--- src/bsr_pkg.sv ---
`timescale 1ns / 1ps
`default_nettype none
package bsr_pkg;

    localparam int DEPTH_DEFAULT = 32;
    localparam logic [5:0] CAP_RESET = 6'd32;

    localparam logic [2:0] REQ_PUSH   = 3'd0;
    localparam logic [2:0] REQ_POP    = 3'd1;
    localparam logic [2:0] REQ_PEEK   = 3'd2;
    localparam logic [2:0] REQ_DUP    = 3'd3;
    localparam logic [2:0] REQ_ROT_UP = 3'd4;
    localparam logic [2:0] REQ_ROT_DN = 3'd5;
    localparam logic [2:0] REQ_PRINT  = 3'd6;

    localparam logic [2:0] KIND_PEEK  = 3'd0;
    localparam logic [2:0] KIND_EMPTY = 3'd1;
    localparam logic [2:0] KIND_FULL  = 3'd2;
    localparam logic [2:0] KIND_ENTRY = 3'd3;
    localparam logic [2:0] KIND_END   = 3'd4;

    typedef enum logic [2:0] {
        ST_IDLE,
        ST_EXEC,
        ST_PRINT_RD,
        ST_PRINT_OUT,
        ST_PRINT_END
    } state_t;

    typedef struct packed {
        logic       latch;
        logic       push;
        logic       pop;
        logic       dup;
        logic       rot_up;
        logic       rot_dn;
        logic       print_load;
        logic       print_read;
        logic       print_step;
        logic       emit;
        logic [2:0] kind;
        logic       use_rd;
        logic       last;
    } cmd_t;

    typedef struct packed {
        logic [2:0] req;
        logic       full;
        logic       empty;
        logic       rank_ok;
        logic       ptr_zero;
        logic       out_free;
    } status_t;

endpackage
`default_nettype wire

--- src/byte_stack_with_rotate_unit.sv ---
// Channel   Direction  tdata (low bit up)               tuser             tlast
// s_        in         data_byte[7:0], rank[13:8]       req_type[2:0]     -
// m_        out        result_byte[7:0]                 result_kind[2:0]  last
// cfg_      in         cfg_wr_data = capacity[5:0]      -                 -
//
// An item is taken only when the controller is idle; push, pop, dup and rotates are
// accepted, then executed with all affected entries shifted at once.
// Peek and error items are accepted, then executed once the output register is free.
// Print is accepted, then each entry is read from the register file and then output,
// and a last check of the pointer is followed by the end marker.
// Reset clears the fill count and sets capacity to 32; the entries themselves are not cleared.
// While m_tready is low the result register holds and the controller waits on its next one.
`timescale 1ns / 1ps
`default_nettype none
module byte_stack_with_rotate_unit #(
    parameter int DEPTH = bsr_pkg::DEPTH_DEFAULT
) (
    input  wire        aclk,
    input  wire        aresetn,
    input  wire        s_tvalid,
    output logic       s_tready,
    input  wire [15:0] s_tdata,   // data_byte[7:0], rank[13:8], zero pad
    input  wire [2:0]  s_tuser,   // req_type[2:0]
    output logic       m_tvalid,
    input  wire        m_tready,
    output logic [7:0] m_tdata,   // result_byte[7:0]
    output logic [2:0] m_tuser,   // result_kind[2:0]
    output logic       m_tlast,
    input  wire        cfg_wr_en,
    input  wire [5:0]  cfg_wr_data
);
    import bsr_pkg::*;

    cmd_t    cmd;
    status_t status;

    bsr_ctrl u_ctrl (
        .aclk     (aclk),
        .aresetn  (aresetn),
        .s_tvalid (s_tvalid),
        .s_tready (s_tready),
        .status   (status),
        .cmd      (cmd)
    );

    bsr_datapath #(
        .DEPTH (DEPTH)
    ) u_datapath (
        .aclk        (aclk),
        .aresetn     (aresetn),
        .s_tdata     (s_tdata),
        .s_tuser     (s_tuser),
        .cfg_wr_en   (cfg_wr_en),
        .cfg_wr_data (cfg_wr_data),
        .cmd         (cmd),
        .status      (status),
        .m_tvalid    (m_tvalid),
        .m_tready    (m_tready),
        .m_tdata     (m_tdata),
        .m_tuser     (m_tuser),
        .m_tlast     (m_tlast)
    );

endmodule
`default_nettype wire

--- src/bsr_ctrl.sv ---
`timescale 1ns / 1ps
`default_nettype none
module bsr_ctrl (
    input  wire              aclk,
    input  wire              aresetn,
    input  wire              s_tvalid,
    output logic             s_tready,
    input  bsr_pkg::status_t status,
    output bsr_pkg::cmd_t    cmd
);
    import bsr_pkg::*;

    state_t state_reg;
    state_t state_next;

    always_ff @(posedge aclk) begin
        if (!aresetn) begin
            state_reg <= ST_IDLE;
        end else begin
            state_reg <= state_next;
        end
    end

    always_comb begin
        state_next = state_reg;
        case (state_reg)
            ST_IDLE: begin
                if (s_tvalid) begin
                    state_next = ST_EXEC;
                end
            end
            ST_EXEC: begin
                case (status.req)
                    REQ_PUSH, REQ_DUP: begin
                        if (!status.full || status.out_free) begin
                            state_next = ST_IDLE;
                        end
                    end
                    REQ_POP, REQ_PEEK: begin
                        if (status.out_free) begin
                            state_next = ST_IDLE;
                        end else if (status.req == REQ_POP && !status.empty) begin
                            state_next = ST_IDLE;
                        end
                    end
                    REQ_PRINT: state_next = ST_PRINT_RD;
                    default:   state_next = ST_IDLE;
                endcase
            end
            ST_PRINT_RD: begin
                state_next = status.ptr_zero ? ST_PRINT_END : ST_PRINT_OUT;
            end
            ST_PRINT_OUT: begin
                if (status.out_free) begin
                    state_next = ST_PRINT_RD;
                end
            end
            ST_PRINT_END: begin
                if (status.out_free) begin
                    state_next = ST_IDLE;
                end
            end
            default: state_next = ST_IDLE;
        endcase
    end

    always_comb begin
        cmd      = '0;
        s_tready = (state_reg == ST_IDLE);
        case (state_reg)
            ST_IDLE: begin
                cmd.latch = s_tvalid;
            end
            ST_EXEC: begin
                case (status.req)
                    REQ_PUSH, REQ_DUP: begin
                        if (status.full) begin
                            cmd.emit = status.out_free;
                            cmd.kind = KIND_FULL;
                            cmd.last = 1'b1;
                        end else if (status.req == REQ_PUSH) begin
                            cmd.push = 1'b1;
                        end else begin
                            // Dup of an empty stack does nothing.
                            cmd.dup = !status.empty;
                        end
                    end
                    REQ_POP: begin
                        if (status.empty) begin
                            cmd.emit = status.out_free;
                            cmd.kind = KIND_EMPTY;
                            cmd.last = 1'b1;
                        end else begin
                            cmd.pop = 1'b1;
                        end
                    end
                    REQ_PEEK: begin
                        cmd.emit   = status.out_free;
                        cmd.kind   = status.empty ? KIND_EMPTY : KIND_PEEK;
                        cmd.use_rd = !status.empty;
                        cmd.last   = 1'b1;
                    end
                    REQ_ROT_UP: cmd.rot_up = status.rank_ok;
                    REQ_ROT_DN: cmd.rot_dn = status.rank_ok;
                    REQ_PRINT:  cmd.print_load = 1'b1;
                    default: ;
                endcase
            end
            ST_PRINT_RD: begin
                cmd.print_read = !status.ptr_zero;
            end
            ST_PRINT_OUT: begin
                cmd.emit       = status.out_free;
                cmd.print_step = status.out_free;
                cmd.kind       = KIND_ENTRY;
                cmd.use_rd     = 1'b1;
            end
            ST_PRINT_END: begin
                cmd.emit = status.out_free;
                cmd.kind = KIND_END;
                cmd.last = 1'b1;
            end
            default: ;
        endcase
    end

endmodule
`default_nettype wire

--- src/bsr_datapath.sv ---
`timescale 1ns / 1ps
`default_nettype none
module bsr_datapath #(
    parameter int DEPTH = bsr_pkg::DEPTH_DEFAULT
) (
    input  wire              aclk,
    input  wire              aresetn,
    input  wire  [15:0]      s_tdata,
    input  wire  [2:0]       s_tuser,
    input  wire              cfg_wr_en,
    input  wire  [5:0]       cfg_wr_data,
    input  bsr_pkg::cmd_t    cmd,
    output bsr_pkg::status_t status,
    output logic             m_tvalid,
    input  wire              m_tready,
    output logic [7:0]       m_tdata,
    output logic [2:0]       m_tuser,
    output logic             m_tlast
);
    import bsr_pkg::*;

    localparam int AW = (DEPTH > 1) ? $clog2(DEPTH) : 1;
    localparam int FW = $clog2(DEPTH + 1);
    localparam int CW = (FW > 6) ? FW : 6;

    logic [7:0]    stack_reg [DEPTH];
    logic [7:0]    stack_next [DEPTH];
    logic [FW-1:0] fill_reg, fill_next;
    logic [FW-1:0] ptr_reg, ptr_next;
    logic [5:0]    cap_reg;
    logic [2:0]    req_reg;
    logic [7:0]    data_reg;
    logic          rank_ok_reg;
    logic [AW-1:0] top_reg, bot_reg;
    logic [7:0]    rd_data_reg;
    logic          m_valid_reg;
    logic [2:0]    m_kind_reg;
    logic [7:0]    m_byte_reg;
    logic          m_last_reg;

    logic [CW-1:0] fill_ext, rank_ext, cap_eff;
    logic [CW-1:0] top_full, bot_full, ptr_full;
    logic [AW-1:0] rd_addr;
    logic          in_rank_ok;

    always_comb begin
        fill_ext   = CW'(fill_reg);
        rank_ext   = CW'(s_tdata[13:8]);
        cap_eff    = (CW'(cap_reg) > CW'(DEPTH)) ? CW'(DEPTH) : CW'(cap_reg);
        top_full   = fill_ext - CW'(1);
        bot_full   = fill_ext - rank_ext;
        ptr_full   = CW'(ptr_reg) - CW'(1);
        in_rank_ok = (rank_ext != '0) && (rank_ext <= fill_ext);
        // One read port: top or rotate bottom when an item arrives, else the print pointer.
        if (cmd.latch) begin
            rd_addr = (s_tuser == REQ_ROT_DN) ? bot_full[AW-1:0] : top_full[AW-1:0];
        end else begin
            rd_addr = ptr_full[AW-1:0];
        end
    end

    always_ff @(posedge aclk) begin
        if (cmd.latch || cmd.print_read) begin
            if ({1'b0, rd_addr} < (AW+1)'(DEPTH)) begin
                rd_data_reg <= stack_reg[rd_addr];
            end else begin
                rd_data_reg <= '0;
            end
        end
        if (cmd.latch) begin
            req_reg     <= s_tuser;
            data_reg    <= s_tdata[7:0];
            rank_ok_reg <= in_rank_ok;
            top_reg     <= top_full[AW-1:0];
            bot_reg     <= bot_full[AW-1:0];
        end
    end

    always_comb begin
        for (int i = 0; i < DEPTH; i++) begin
            stack_next[i] = stack_reg[i];
            if ((cmd.push || cmd.dup) && fill_reg == FW'(i)) begin
                stack_next[i] = cmd.push ? data_reg : rd_data_reg;
            end
            if (cmd.rot_up) begin
                if (AW'(i) == bot_reg) begin
                    stack_next[i] = rd_data_reg;
                end else if (AW'(i) > bot_reg && AW'(i) <= top_reg) begin
                    if (i > 0) begin
                        stack_next[i] = stack_reg[i-1];
                    end
                end
            end
            if (cmd.rot_dn) begin
                if (AW'(i) == top_reg) begin
                    stack_next[i] = rd_data_reg;
                end else if (AW'(i) >= bot_reg && AW'(i) < top_reg) begin
                    if (i < DEPTH - 1) begin
                        stack_next[i] = stack_reg[i+1];
                    end
                end
            end
        end
    end

    always_ff @(posedge aclk) begin
        for (int i = 0; i < DEPTH; i++) begin
            stack_reg[i] <= stack_next[i];
        end
    end

    always_comb begin
        fill_next = fill_reg;
        if (cmd.push || cmd.dup) begin
            fill_next = fill_reg + FW'(1);
        end else if (cmd.pop) begin
            fill_next = fill_reg - FW'(1);
        end
        ptr_next = ptr_reg;
        if (cmd.print_load) begin
            ptr_next = fill_reg;
        end else if (cmd.print_step) begin
            ptr_next = ptr_reg - FW'(1);
        end
    end

    always_ff @(posedge aclk) begin
        if (!aresetn) begin
            fill_reg    <= '0;
            ptr_reg     <= '0;
            cap_reg     <= CAP_RESET;
            m_valid_reg <= 1'b0;
        end else begin
            fill_reg <= fill_next;
            ptr_reg  <= ptr_next;
            if (cfg_wr_en) begin
                cap_reg <= cfg_wr_data;
            end
            if (cmd.emit) begin
                m_valid_reg <= 1'b1;
            end else if (m_tready) begin
                m_valid_reg <= 1'b0;
            end
        end
    end

    always_ff @(posedge aclk) begin
        if (cmd.emit) begin
            m_kind_reg <= cmd.kind;
            m_byte_reg <= cmd.use_rd ? rd_data_reg : 8'd0;
            m_last_reg <= cmd.last;
        end
    end

    always_comb begin
        status.req      = req_reg;
        status.full     = (fill_ext >= cap_eff);
        status.empty    = (fill_reg == '0);
        status.rank_ok  = rank_ok_reg;
        status.ptr_zero = (ptr_reg == '0);
        status.out_free = !m_valid_reg || m_tready;
    end

    assign m_tvalid = m_valid_reg;
    assign m_tdata  = m_byte_reg;
    assign m_tuser  = m_kind_reg;
    assign m_tlast  = m_last_reg;

endmodule
`default_nettype wire

--- config.mk ---
export PLATFORM = sky130hd
export DESIGN_NAME = byte_stack_with_rotate_unit
export DESIGN_NICKNAME = d
export VERILOG_FILES = /design/src/bsr_pkg.sv /design/src/byte_stack_with_rotate_unit.sv /design/src/bsr_ctrl.sv /design/src/bsr_datapath.sv
export SDC_FILE = /design/constraint.sdc
export NUM_CORES = 2
export LEC_CHECK = 0
export BUFFER_PORTS_ARGS = -buffer_cell sky130_fd_sc_hd__clkbuf_2
export CELL_PAD_IN_SITES_DETAIL_PLACEMENT = 1
export CELL_PAD_IN_SITES_GLOBAL_PLACEMENT = 2
export CORE_MARGIN = 4
export CORE_UTILIZATION = 40
export CTS_BUF_LIST = sky130_fd_sc_hd__clkbuf_8
export CTS_CLUSTER_DIAMETER = 120
export DETAILED_ROUTE_END_ITERATION = 10
export PLACE_DENSITY = 0.87
export SKIP_LAST_GASP = 1
export SYNTH_ARGS = -nofsm -noshare
export SYNTH_HDL_FRONTEND = slang
export SYNTH_SLANG_ARGS = --single-unit
--- constraint.sdc ---
create_clock -name aclk -period 3.53 [get_ports aclk]
set_input_delay 0.353 -clock aclk [delete_from_list [all_inputs] [get_ports aclk]]
set_output_delay 0.353 -clock aclk [all_outputs]
set_load 0.1 [all_outputs]
Word level (Yosys, flattened, before mapping)
Memory sizes are Yosys's and may differ from the RTL's. A register that Yosys moved wholly into a read port is not among the register bits.
Index checks and enable logic that the tools add are counted.
{ "word_totals": {"reg_bits": 56, "ramBits": 256, "in_bits": 30, "out_inout_bits": 14, "word_cells": 638, "memories": 1} }
{ "memory_table": {"columns": ["memory", "depth", "word_bits", "rd", "rd_ports_with_merged_regs", "wr", "line_no", "source"], "rows": [
  ["u_datapath.stack_reg", 32, 8, 33, 1, 32, "bsr_datapath.sv:26", "logic [7:0] stack_reg [DEPTH];"]
]} }
{ "classes": {"addsub": 4, "n_lt_le_gt_ge": 127, "n_eq_ne": 109, "n_mux": 267, "reduce_logical": 117} }
{ "op_table": {"columns": ["cell", "n"], "rows": [
  ["8-bit 2-to-1 mux", 223],
  ["5-bit == test (first input constant)", 32],
  ["6-bit by 5-bit == test with 1-bit output (second input constant)", 16],
  ["1-bit logical AND", 96],
  ["4-bit by 5-bit == test with 1-bit output (first input constant)", 16],
  ["5-bit > comparator (first input constant)", 16],
  ["5-bit <= comparator (first input constant)", 16],
  ["5-bit >= comparator (first input constant)", 15],
  ["5-bit less-than comparator (first input constant)", 15],
  ["6-bit by 4-bit == test with 1-bit output (second input constant)", 8],
  ["3-bit by 5-bit == test with 1-bit output (first input constant)", 8],
  ["4-bit by 5-bit >= comparator with 1-bit output (first input constant)", 8],
  ["4-bit by 5-bit > comparator with 1-bit output (first input constant)", 8],
  ["4-bit by 5-bit <= comparator with 1-bit output (first input constant)", 8],
  ["4-bit by 5-bit less-than comparator with 1-bit output (first input constant)", 8],
  ["6-bit 2-to-1 mux", 6],
  ["6-bit by 3-bit == test with 1-bit output (second input constant)", 4],
  ["4-bit case mux with 3 select lines", 2],
  ["3-bit 2-to-1 mux", 7],
  ["2-bit by 5-bit == test with 1-bit output (first input constant)", 4],
  ["3-bit by 5-bit >= comparator with 1-bit output (first input constant)", 4],
  ["3-bit by 5-bit > comparator with 1-bit output (first input constant)", 4],
  ["3-bit by 5-bit <= comparator with 1-bit output (first input constant)", 4],
  ["3-bit by 5-bit less-than comparator with 1-bit output (first input constant)", 4],
  ["other kinds (40)", 92]
]} }

Depth between registers and ports, before layout
{ "depth": {"word_depth": 15, "depth_mapped": 13, "mapped_depth_nobuf": 11} }

Cells and area by module
From an unflattened synthesis, not the netlist that was laid out.
{ "unflattened": {"cells_unflattened": 3360, "area_unflattened_um2": 24192.0} }
{ "by_module_without_submodules": {"columns": ["module", "instances", "cells_each", "area_each_um2", "seq_area_each_um2"], "rows": [
  ["bsr_datapath", 1, 3302, 23760.3, 6766.5],
  ["bsr_ctrl", 1, 58, 431.7, 60.1]
]} }

Worst setup path after synthesis
OpenSTA, ideal clock, no wires.
{ "synth_path": {"path_kind": "reg2reg", "startpoint": "register u_datapath.fill_reg[0] (netlist: u_datapath.fill_ext[0])", "endpoint": "register u_datapath.rd_data_reg[4], read port of u_datapath.stack_reg (data pin)", "setup_time_ns": 0.261, "arrival_time_ns": 2.991, "t_required_ns": 3.269, "setup_slack_ns": 0.278, "path_stages_with_launch": 13, "n_path_buf": 2, "synth_period_minus_slack_ns": 3.252, "path_cell_list": "dfxtp_1 > inv_1 > ha_1 > inv_1 > fa_1 > nor4bb_1 > a211oi_2 > or2_4 > buf_12 > buf_12 > mux2i_1 > a211o_1 > a311o_1"} }
{ "synth_between": {"elab_chain_cells": 3, "word_cells_on_any_way": 4, "cone_classes": "add/sub (2); mux (2)"} }
{ "synth_lines": {"columns": ["element", "line_no", "source"], "rows": [
  ["from (decl)", "bsr_datapath.sv:28", "logic [FW-1:0] fill_reg, fill_next;"],
  ["from (signal assigned)", "bsr_datapath.sv:134", "fill_reg <= fill_next;"],
  ["6-bit by 1-bit subtractor with 6-bit output", "bsr_datapath.sv:50", "top_full = fill_ext - CW'(1);"],
  ["named net u_datapath.top_full[0]", "bsr_datapath.sv:42", "logic [CW-1:0] top_full, bot_full, ptr_full;"],
  ["5-bit 2-to-1 mux", "bsr_datapath.sv:56", "rd_addr = (s_tuser == REQ_ROT_DN) ? bot_full[AW-1:0] : top_full[AW-1:0];"],
  ["5-bit 2-to-1 mux", "bsr_datapath.sv:55", "if (cmd.latch) begin"],
  ["to (decl)", "bsr_datapath.sv:35", "logic [7:0] rd_data_reg;"]
]} }
The timed path passes the listed nets, and every way through them passes these cells.
A chain may end at the register's enable or synchronous reset.

Worst setup path in the final report
{ "layout_path": {"startpoint": "register u_datapath.fill_reg[0] (netlist: u_datapath.fill_ext[0])", "endpoint": "register u_datapath.rd_data_reg[0], read port of u_datapath.stack_reg (data pin)"} }
The elaborated chain is that of the path after synthesis.

==> results.sh <==
export IMPL_synth_area_um2=24900
export IMPL_overflow=0
export IMPL_maxCapViolCount=0
export IMPL_dieWidth_um=258
export IMPL_peakVddDrop_mv=0.314
export IMPL_power_density_nw_per_um2=554
export IMPL_clkSlewWorstSetupHoldPaths_ns=0.06
export IMPL_worst_path_buf_inv=5
export IMPL_vias=30100
export IMPL_wl_per_cell_um=31.6
export IMPL_synth_fp_nets=3282
export IMPL_cp_slowest_cell="fa_1"
export IMPL_finalCritPeriodShare=0.985
export IMPL_synth_edf_count=42
export IMPL_combinationalPowerShare=0.353
export IMPL_final_hold_viol_count=0
export IMPL_synth_area_per_cell_um2=7.71
export IMPL_clkLatencyLatePin_ns=0.69
export IMPL_pwr_share_seq=0.380
export IMPL_power_leakage_uw=0.0108
export IMPL_switching_power_uw=6890
export IMPL_path_delay_family="simple AND/OR/NAND/NOR gates"
export IMPL_max_freq_ghz=0.288
export IMPL_crit_path_frequent_cell="buf_4"
export IMPL_io_pins=44
export IMPL_dr_pass1_iters=8
export IMPL_largest_register_ffs=256
export IMPL_netlist_cell_type_count=91
export IMPL_yosys_most_used_dff="dfxtp_1"
export IMPL_tns_ns=0
export IMPL_portBuffers=41
export IMPL_via_per_inst=7.18
export IMPL_grt_busiest_layer="met2"
export IMPL_ys_ff_latch=320
export IMPL_gp_congestion=1.02
export IMPL_path_cells="inv_1 -> ha_1 -> inv_1 -> fa_1 -> nor4bb_2 -> a211oi_2 -> buf_4 -> nor2_1 -> buf_4 -> nor2_2 -> buf_4 -> a22o_1 -> nor4_1 -> a311o_1"
export IMPL_multiInputGateArea_um2=16800
export IMPL_ys_seq_area_frac=0.274
export IMPL_min_path_type="primary input to flip-flop"
export IMPL_drc=0
export IMPL_clock_sinks=320
export IMPL_start_util=0.404
export IMPL_slew_viol_final=0
export IMPL_synthCells=3229
export IMPL_wirelength_um=132000
export IMPL_antenna_found_initial=4
export IMPL_num_fill_cells=7507
export IMPL_clock_skew_ns=0.0406
export IMPL_yosys_area_top_type="dfxtp_1"
export IMPL_place_worst_setup_slack_ns=-0.0693
export IMPL_place_area_um2=27100
export IMPL_dp_hpwl_um=94200
export IMPL_critPathMaxStageDelay_ns=0.48
export IMPL_min_period_ns=3.48
export IMPL_seqCellArea_um2=6830
export IMPL_root_buffer="clkbuf_8"
export IMPL_power_uw=15900
export IMPL_synth_top_area_frac=0.223
export IMPL_synth_area_top_cells="dfxtp_1 (22%), a22oi_1 (7.1%), mux2i_1 (6.9%), a21oi_1 (5.9%), o22ai_1 (5.8%)"
export IMPL_met1_usage=0.502
export IMPL_crit_path_end_kind="flip-flop"
export IMPL_ys_async_sr_fraction=0
export IMPL_grtUsageTotal=0.379
export IMPL_ant_nets=0
export IMPL_setup_viol=0
export IMPL_cts_made_buffers=66
export IMPL_fp_dieH_um=258
export IMPL_worstPathArrival_ns=4.01
export IMPL_die_area_um2=66300
export IMPL_cp_start_kind="flip-flop"
export IMPL_critPathKind="flip-flop to flip-flop"
export IMPL_grtUsageMet3=0.0821
export IMPL_grt_start_max_net_pins=75
export IMPL_rsz0062_at_grt="no"
export IMPL_syn2layout_area_growth_pct=15.3
export IMPL_tightest_slew_ns=1.25
export IMPL_grt_first_pass_wirelength_um=195000
export IMPL_core_um2=61700
export IMPL_drive_gt1_frac=0.156
export IMPL_slew_headroom=0.167
export IMPL_p_int_uw=9010
export IMPL_first_iter_violations=3752
export IMPL_clock_path_buffers=3
export IMPL_tritoncts="built"
export IMPL_crit_fanout=8
export IMPL_worst_slack_ns=0.0517
export IMPL_cp_required_ns=4.06
export IMPL_htreeDepth=3
export IMPL_use_met2=0.569
export IMPL_netSwitchingFraction=0.433
export IMPL_fin_area_um2=28700
export IMPL_row_count=91
export IMPL_ys_warn_count=0
export IMPL_holdWs_ns=0.0749
export IMPL_layout_nets=3349
export IMPL_grt_pass1_vias=29600
export IMPL_status="finished, final reports clean"
export IMPL_pwr_share_clk=0.267
synthesized netlist by cell type, drive strengths merged, types with 25 or more instances:
cell / n
a21oi: 296
a22oi: 235
clkbuf: 250
nor2b: 34
inv: 39
a21o: 30
mux2: 57
o21ai: 218
nand2: 257
o221ai: 61
nor4: 25
dfxtp: 278
buf: 70
a22o: 34
o211ai: 25
mux2i: 174
edfxtp: 42
o22ai: 229
nor3: 47
a211o: 32
a2bb2oi: 26
nand3: 35
o22a: 49
nor2: 295
a211oi: 48
nand4: 29
metal layers:
layer	up-vias	routed length, um
met5	-	13
met4	2	8630
met3	476	13300
met2	1887	56500
met1	15100	53700
li1	12700	-
area by class of cell:
cell class                      count  share of cell area
Multi-Input combinational cell   2548               0.584
Tap cell                          837              0.0365
Inverter                           41             0.00540
Sequential cell                   320               0.238
Timing Repair Buffer              319              0.0885
Clock buffer                       83              0.0398
Antenna cell                        4            0.000349
Clock inverter                     37             0.00797
kinds of logic after synthesis:
logic type               synth area share
XOR/XNOR                          0.00563
buffers and inverters              0.0609
flip-flops                          0.274
AND/OR/NAND/NOR                     0.161
AO/OA/AOI/OAI                       0.390
adder cells (fa/ha/maj)            0.0119
multiplexers                       0.0960
power by group through the flow:
stage,registers [uW],logic (uW),clock network (uW)
5_1_grt,6030,5870,4440
4_1_cts,5900,5380,4280
2_1_floorplan,5270,3500,0
6_report,6040,5610,4250
3_3_place_gp,5940,5140,0
3_5_place_dp,5970,5320,0
cells in the final DEF (no fill, tap or decap), types with 14 or more instances in the layout:
master           n
a21oi_1        294
nor2_1         292
dfxtp_1        278
nand2_1        254
buf_4          243
a22oi_1        235
o22ai_1        229
o21ai_0        207
mux2i_1        166
clkbuf_8        83
o221ai_1        61
inv_1           60
mux2_2          56
o22a_1          49
a211oi_1        45
nor3_1          43
edfxtp_1        42
clkbuf_2        41
nor2b_1         34
a22o_1          34
nand3_1         33
a211o_1         32
a21o_1          30
nand4_1         28
a2bb2oi_1       26
o211ai_1        23
a221oi_1        22
ha_1            22
nand2b_1        20
or3_1           20
and2_1          19
and3_1          19
dlygate4sd3_1   19
o21a_1          17
a222oi_1        17
buf_12          16
a31oi_1         14
worst register-to-register path: stages, from the launching register on:
cell and delay [ns]:
dfxtp_1 0.35, inv_1 0.07, ha_1 0.20, inv_1 0.08, fa_1 0.48, nor4bb_2 0.34, a211oi_2 0.09, buf_4 0.16
nor2_1 0.20, buf_4 0.20, nor2_2 0.11, buf_4 0.19, a22o_1 0.21, nor4_1 0.46, a311o_1 0.20
per-stage QoR:
step | util | instances
6_report | 0.465 | 4189
5_1_grt | 0.465 | 4186
3_3_place_gp | 0.439 | 4044
2_1_floorplan | - | 3229
3_5_place_dp | 0.439 | 4044
4_1_cts | 0.464 | 4183
final timing paths:
path | start | to | slack [ns] | cells after the start
max reg2reg | u_datapath.fill_ext[0] | u_datapath.rd_data_reg[0] | 0.05 | 14
min reg2reg | u_datapath.cap_reg[3] | u_datapath.cap_reg[3] | 0.51 | 2
max | u_datapath.fill_ext[0] | u_datapath.rd_data_reg[0] | 0.05 | 14
min | s_tdata[13] | u_datapath.rank_ok_reg | 0.07 | 2
what timing repair did:
item,CTS,global route
buffers inserted,0,2
gates resized for setup,1,12
hold endpoints to repair,21,0
hold buffers,19,0
endpoints found under the setup margin,1,7
No activity file was read; power rests on OpenSTA's default activity.
